File: config.mk
export PLATFORM = sky130hd
export DESIGN_NAME = button_press_classifier
export DESIGN_NICKNAME = d
export VERILOG_FILES = /design/src/hw/rtl/bpc_pkg.sv /design/src/hw/rtl/bpc_core.sv /design/src/hw/rtl/button_press_classifier.sv
export SDC_FILE = /design/constraint.sdc
export NUM_CORES = 1
export LEC_CHECK = 0
export ABC_CLOCK_PERIOD_IN_PS = 18700
export BUFFER_PORTS_ARGS = -buffer_cell sky130_fd_sc_hd__buf_2
export CAP_MARGIN = 40
export CORE_MARGIN = 4
export CORE_UTILIZATION = 25
export CTS_BUF_LIST = sky130_fd_sc_hd__clkbuf_4 sky130_fd_sc_hd__clkbuf_8 sky130_fd_sc_hd__clkbuf_16
export CTS_CLUSTER_DIAMETER = 200
export DETAILED_ROUTE_END_ITERATION = 16
export GPL_TIMING_DRIVEN = 0
export PLACE_DENSITY = 0.43
export SLEW_MARGIN = 20
export SYNTH_ARGS = -nofsm -noshare
export SYNTH_HDL_FRONTEND = slang
export SYNTH_SLANG_ARGS = --single-unit
File: constraint.sdc
create_clock -name clk -period 18.7 [get_ports clk]
set_clock_uncertainty 0.2 [all_clocks]
set_input_delay 3.74 -clock clk [delete_from_list [all_inputs] [get_ports clk]]
set_output_delay 3.74 -clock clk [all_outputs]
set_load 0.005 [all_outputs]
File: src/hw/rtl/bpc_pkg.sv
package bpc_pkg;

  localparam int unsigned TimeWidth = 32;
  localparam int unsigned CfgWidth  = 16;
  localparam int unsigned CfgIdxWidth = 2;

  typedef enum logic [1:0] {
    EV_NONE     = 2'd0,
    EV_SHORT    = 2'd1,
    EV_LONG     = 2'd2,
    EV_LONG_HIT = 2'd3
  } press_ev_t;

  typedef enum logic [CfgIdxWidth-1:0] {
    REG_DEBOUNCE_TIME = 2'd0,
    REG_LONG_TIME     = 2'd1,
    REG_ACTIVE_LOW    = 2'd2
  } cfg_idx_t;

  typedef struct packed {
    logic [CfgWidth-1:0] debounce_time;
    logic [CfgWidth-1:0] long_time;
    logic                active_low;
  } cfg_t;

  localparam logic [CfgWidth-1:0] DebounceReset  = 16'd20;
  localparam logic [CfgWidth-1:0] LongTimeReset  = 16'd600;
  localparam logic                ActiveLowReset = 1'b1;

endpackage

File: src/hw/rtl/bpc_core.sv
module bpc_core
  import bpc_pkg::*;
(
  input  logic                 clk,
  input  logic                 rst_n,
  input  logic                 fire,
  input  logic                 raw_level,
  input  logic [TimeWidth-1:0] now_ms,
  input  cfg_t                 cfg,
  output press_ev_t            press_event
);

  logic                 stable_level_r, stable_level_nxt;
  logic                 last_raw_r;
  logic [TimeWidth-1:0] last_change_r, last_change_nxt;
  logic                 is_pressed_r, is_pressed_nxt;
  logic [TimeWidth-1:0] press_start_r, press_start_nxt;
  logic                 long_rep_r, long_rep_nxt;

  logic [TimeWidth-1:0] elapsed;
  logic [TimeWidth-1:0] held;
  logic                 settle;
  logic                 down;
  logic                 held_long;

  always_comb begin
    stable_level_nxt = stable_level_r;
    is_pressed_nxt   = is_pressed_r;
    press_start_nxt  = press_start_r;
    long_rep_nxt     = long_rep_r;
    press_event      = EV_NONE;

    last_change_nxt = (raw_level != last_raw_r) ? now_ms : last_change_r;
    elapsed = now_ms - last_change_nxt;
    settle  = (elapsed >= {{(TimeWidth-CfgWidth){1'b0}}, cfg.debounce_time}) &&
              (stable_level_r != raw_level);
    down    = raw_level ^ cfg.active_low;

    // A fresh press restarts the hold timer at this sample, so held is zero.
    if (settle && down && !is_pressed_r) begin
      held = '0;
    end else begin
      held = now_ms - press_start_r;
    end
    held_long = held >= {{(TimeWidth-CfgWidth){1'b0}}, cfg.long_time};

    if (settle) begin
      stable_level_nxt = raw_level;
    end

    if (settle && !down && is_pressed_r) begin
      is_pressed_nxt = 1'b0;
      long_rep_nxt   = 1'b0;
      press_event    = held_long ? EV_LONG : EV_SHORT;
    end else begin
      if (settle && down && !is_pressed_r) begin
        is_pressed_nxt  = 1'b1;
        press_start_nxt = now_ms;
        long_rep_nxt    = 1'b0;
      end
      if (is_pressed_nxt && !long_rep_nxt && held_long) begin
        long_rep_nxt = 1'b1;
        press_event  = EV_LONG_HIT;
      end
    end
  end

  always_ff @(posedge clk) begin
    if (!rst_n) begin
      stable_level_r <= 1'b1;
      last_raw_r     <= 1'b1;
      last_change_r  <= '0;
      is_pressed_r   <= 1'b0;
      press_start_r  <= '0;
      long_rep_r     <= 1'b0;
    end else if (fire) begin
      stable_level_r <= stable_level_nxt;
      last_raw_r     <= raw_level;
      last_change_r  <= last_change_nxt;
      is_pressed_r   <= is_pressed_nxt;
      press_start_r  <= press_start_nxt;
      long_rep_r     <= long_rep_nxt;
    end
  end

  a_long_needs_press: assert property (@(posedge clk) disable iff (!rst_n)
    long_rep_r |-> is_pressed_r)
    else $error("long event marked without a held press");

  a_release_clears: assert property (@(posedge clk) disable iff (!rst_n)
    fire && (press_event == EV_SHORT || press_event == EV_LONG) |=> !is_pressed_r)
    else $error("release reported but press still recorded");

  a_hit_marks: assert property (@(posedge clk) disable iff (!rst_n)
    fire && press_event == EV_LONG_HIT |=> long_rep_r && is_pressed_r)
    else $error("long threshold reported but not marked");

endmodule

File: src/hw/rtl/button_press_classifier.sv
// An input beat is registered in stage s1, its result beat in the output register.
// Throughput: one sample per cycle while out_stall is low; the state update is a single
// pass of two 32-bit wrapping subtractions and compares between the input and result registers.
// Reset (rst_n low, synchronous): registers return to debounce 20 ms, long 600 ms,
// active low; button state reads released, and both pipeline stages are emptied.
module button_press_classifier
  import bpc_pkg::*;
(
  input  logic                   clk,
  input  logic                   rst_n,
  input  logic                   in_valid,
  output logic                   in_stall,
  input  logic                   in_raw_level,
  input  logic [TimeWidth-1:0]   in_now_ms,
  output logic                   out_valid,
  input  logic                   out_stall,
  output logic [1:0]             out_press_event,
  input  logic                   cfg_wr_en,
  input  logic [CfgIdxWidth-1:0] cfg_index,
  input  logic [CfgWidth-1:0]    cfg_data
);

  cfg_t                 cfg_r;
  logic                 s1_vld_r;
  logic                 s1_raw_r;
  logic [TimeWidth-1:0] s1_now_r;
  logic                 out_vld_r;
  press_ev_t            out_ev_r;
  press_ev_t            core_ev;
  logic                 out_take;
  logic                 fire;

  assign out_take = !out_vld_r || !out_stall;
  assign fire     = s1_vld_r && out_take;
  assign in_stall = s1_vld_r && !out_take;

  always_ff @(posedge clk) begin
    if (!rst_n) begin
      cfg_r.debounce_time <= DebounceReset;
      cfg_r.long_time     <= LongTimeReset;
      cfg_r.active_low    <= ActiveLowReset;
    end else if (cfg_wr_en) begin
      case (cfg_index)
        REG_DEBOUNCE_TIME: cfg_r.debounce_time <= cfg_data;
        REG_LONG_TIME:     cfg_r.long_time     <= cfg_data;
        REG_ACTIVE_LOW:    cfg_r.active_low    <= cfg_data[0];
        default: ;
      endcase
    end
  end

  always_ff @(posedge clk) begin
    if (!rst_n) begin
      s1_vld_r <= 1'b0;
    end else if (!in_stall) begin
      s1_vld_r <= in_valid;
    end
  end

  always_ff @(posedge clk) begin
    if (!in_stall) begin
      s1_raw_r <= in_raw_level;
      s1_now_r <= in_now_ms;
    end
  end

  bpc_core u_core (
    .clk         (clk),
    .rst_n       (rst_n),
    .fire        (fire),
    .raw_level   (s1_raw_r),
    .now_ms      (s1_now_r),
    .cfg         (cfg_r),
    .press_event (core_ev)
  );

  always_ff @(posedge clk) begin
    if (!rst_n) begin
      out_vld_r <= 1'b0;
    end else if (out_take) begin
      out_vld_r <= s1_vld_r;
    end
  end

  // The result beat only moves when the output side can take it.
  always_ff @(posedge clk) begin
    if (fire) begin
      out_ev_r <= core_ev;
    end
  end

  assign out_valid       = out_vld_r;
  assign out_press_event = out_ev_r;

endmodule
==> impl_metrics.env <==
export IMPL_topRoutingLayerUsed="met4"
export IMPL_hold_path_class="reg2reg"
export IMPL_reg2reg_to="out_press_event[0]$_DFFE_PP_"
export IMPL_die_height_um=211
export IMPL_fin_crit_sh_pct=60.4
export IMPL_maxSlewViolCount=0
export IMPL_track_usage_pct=14.3
export IMPL_final_common_cell="nand2_1"
export IMPL_clkLatencyLatePin_ns=0.45
export IMPL_met2_wirelength_um=13600
export IMPL_finalSetupViolCount=0
export IMPL_start_kind="flop"
export IMPL_syn_num_nets=1373
export IMPL_cap_viol_max_count=0
export IMPL_layout_common_cells="nand2_1 (192), dfxtp_1 (103), inv_1 (91), ha_1 (84), a21oi_1 (82)"
export IMPL_p_leak_nw=4.62
export IMPL_fillCellCount=4415
export IMPL_ys_types=89
export IMPL_synth_top_area_share_pct=20.1
export IMPL_io_buffers=58
export IMPL_synth_avg_cell_area_um2=8.34
export IMPL_syn2layout_area_growth_pct=15.3
export IMPL_drt_iter0_drc=511
export IMPL_cts_buffer_depth=2
export IMPL_cp_data_arrival_time_ns=11.28
export IMPL_postRouteAntennaNets=0
export IMPL_cts_sinks=138
export IMPL_crit_top_cell="o21ai_0"
export IMPL_ys_top_cells_by_area="dfxtp_1 (20%), edfxtp_1 (10%), ha_1 (10%)"
export IMPL_wl_met1_um=16500
export IMPL_viasPerCell=4.74
export IMPL_cts_buffers=17
export IMPL_first_global_vias=8505
export IMPL_worst_r2r_setup_slack_ns=7.41
export IMPL_hold_buffers=0
export IMPL_fmax_mhz=88.6
export IMPL_drtPass1Iterations=5
export IMPL_dp_hpwl_um=25600
export IMPL_min_delay_worst_endpoint="u_core.last_change_r[0]$_SDFFE_PN0P_"
export IMPL_nets=1454
export IMPL_rsz0062_at_grt="no"
export IMPL_dp_cells=1826
export IMPL_synthArstFlopShare_pct=0
export IMPL_outcome="finished clean"
export IMPL_finalSetupTns_ns=0
export IMPL_crit_path_end_kind="flop"
export IMPL_clockRootBuffer="clkbuf_16"
export IMPL_netlist_area_um2=10300
export IMPL_wl_um=31800
export IMPL_fin_crit_ns=11.29
export IMPL_reg2regPathDepth=39
export IMPL_initial_core_util_pct=25.2
export IMPL_die_x_um=211
export IMPL_antenna_found_initial=0
export IMPL_worstReg2RegStart="s1_raw_r$_DFFE_PN_"
export IMPL_cts_tree="yes"
export IMPL_synth_top_flop_cell="dfxtp_1"
export IMPL_dr_wl_met3_um=1150
export IMPL_dieArea_um2=44400
export IMPL_io_pins=60
export IMPL_postLayoutCoreUtil_pct=29.1
export IMPL_finalHoldViolCount=0
export IMPL_hold_path_cell_count=2
export IMPL_grt_overflow=0
export IMPL_place_gp_congestion=0.859
export IMPL_final_cells=1855
export IMPL_ir_worst_vdd_uv=47.6
export IMPL_p_per_area_nw_per_um2=82.2
export IMPL_htree_num_levels=4
export IMPL_n_antenna_cell=0
export IMPL_slew_headroom_pct=45.5
export IMPL_drive_gt1_share_pct=10.3
export IMPL_drc=0
export IMPL_synth_edf_count=35
export IMPL_core_um2=40700
export IMPL_worstMarginPinSlew_ns=0.817
export IMPL_synth_seq_cells=138
export IMPL_crit_path_max_incr_delay_ns=0.66
export IMPL_min_from="u_core.last_change_r[0]$_SDFFE_PN0P_"
export IMPL_synth_warning_count=0
export IMPL_grt_pass1_wl_um=49100
export IMPL_seq_area_frac_synth_pct=30.3
export IMPL_critPathRequiredTime_ns=18.70
export IMPL_clk_pin_slew_ns=0.06
export IMPL_cts_resized_gates=0
export IMPL_yosysTopAreaCell="dfxtp_1"
export IMPL_crit_path_max_fanout=10
export IMPL_cts_setup_buffers=0
export IMPL_grt_max_degree=32
export IMPL_rows=74
export IMPL_wl_per_cell_um=17.2
export IMPL_crit_slowest_cell="clkbuf_1"
export IMPL_vias=8784
export IMPL_path_class="reg2reg"
export IMPL_syn_inst=1232
## cells by family (layout without fill, tap and decap cells)
kind of cell | after synthesis | after routing | synth area share, %
and+or+nand+nor | 424 | 424 | 20.4
AOI/OAI and AO/OA | 333 | 333 | 22.4
buffers and inverters | 140 | 231 | 5.92
DFF | 138 | 138 | 30.3
adders and majority gates | 88 | 88 | 10.7
muxes | 57 | 57 | 5.56
xor gates and xnor gates | 52 | 52 | 4.65
## how the worst max path moves through the flow
stage / startpoint / to / depth (start not counted)
after floorplan: out_stall / in_stall / 2
after global placement: s1_raw_r$_DFFE_PN_ / out_press_event[0]$_DFFE_PP_ / 38
after detailed placement: s1_raw_r$_DFFE_PN_ / out_press_event[0]$_DFFE_PP_ / 39
after CTS: s1_raw_r$_DFFE_PN_ / out_press_event[0]$_DFFE_PP_ / 39
after global routing: s1_raw_r$_DFFE_PN_ / out_press_event[0]$_DFFE_PP_ / 38
final: s1_raw_r$_DFFE_PN_ / out_press_event[0]$_DFFE_PP_ / 39
## layer usage
metal | GRT usage, % | vias to the layer above
met4 | 4.61 | 0
met5 | 0 | -
li1 | - | 4511
met1 | 20.7 | 4073
met2 | 21.6 | 167
met3 | 2.36 | 33
## worst max-delay path: cells and delay by family (launching register included)
kind,cells,cell delay (ns)
multiplexers,1,0.17
AND/OR/NAND/NOR,9,1.84
XOR/XNOR,2,0.78
AO/OA/AOI/OAI,17,3.96
buffers and inverters,7,2.80
adder cells (fa/ha/maj),3,0.86
flip-flops,1,0.39
## state kept, by name (all words and copies together), names as in the netlist
signal                 count
s1_vld_r                   1
u_core.press_start_r      32
s1_now_r                  32
u_core.last_change_r      32
s1_raw_r                   1
u_core.stable_level_r      1
u_core.long_rep_r          1
u_core.is_pressed_r        1
out_valid                  1
u_core.last_raw_r          1
cfg_r                     33
out_press_event            2
## where the power goes
| part | leakage (nW) | switching, mW | total, mW | internal [mW] |
|---|---|---|---|---|
| Sequential | 1.21 | 0.0147 | 0.335 | 0.321 |
| Clock | 0.283 | 0.133 | 0.333 | 0.200 |
| Combinational | 3.14 | 0.183 | 0.306 | 0.123 |
## final cells by class
class / count / area, um2 / area share [%]
plain buffers: 47 / 259 / 2.19
clock buffers: 25 / 510 / 4.31
clock inverters: 4 / 45.0 / 0.380
inverters: 93 / 349 / 2.95
multi-input cells: 954 / 6570 / 55.4
flip-flops and latches: 138 / 3110 / 26.3
well taps: 532 / 666 / 5.62
repair buffers: 62 / 335 / 2.83
## Yosys cell counts (all sizes together), types with 3 or more instances
cell     number
xor2         19
xnor2        33
a21oi        84
a2111oi       5
nand4        14
nor2b        44
maj3          3
and2         21
o31ai        10
a221oi        5
nor4          8
o211ai       13
a211o         3
nand2       192
ha           84
nand3b        6
dfxtp       103
o211a        11
a31oi         7
nand2b       22
inv          92
and3          5
nor2         54
nor3b         6
edfxtp       35
o21ai        58
a21o         27
or3           5
a211oi        8
o21a         13
mux2i        56
o22ai         6
o21bai        4
clkbuf       36
nand3        16
nor3         20
a21boi       56
buf          11
and4          3
## through the flow
step	setup WS [ns]	instance area [um2]	hold slack, ns	total power, mW
6_report	7.41	11800	0.263	0.974
5_1_grt	6.77	11800	0.282	1.04
4_1_cts	7.34	11800	0.266	0.987
3_5_place_dp	7.40	11300	0.258	0.646
3_3_place_gp	7.18	11200	0.252	0.644
2_1_floorplan	9.92	10300	0.243	0.560
Note: power is estimated with default switching activity, not from simulation.
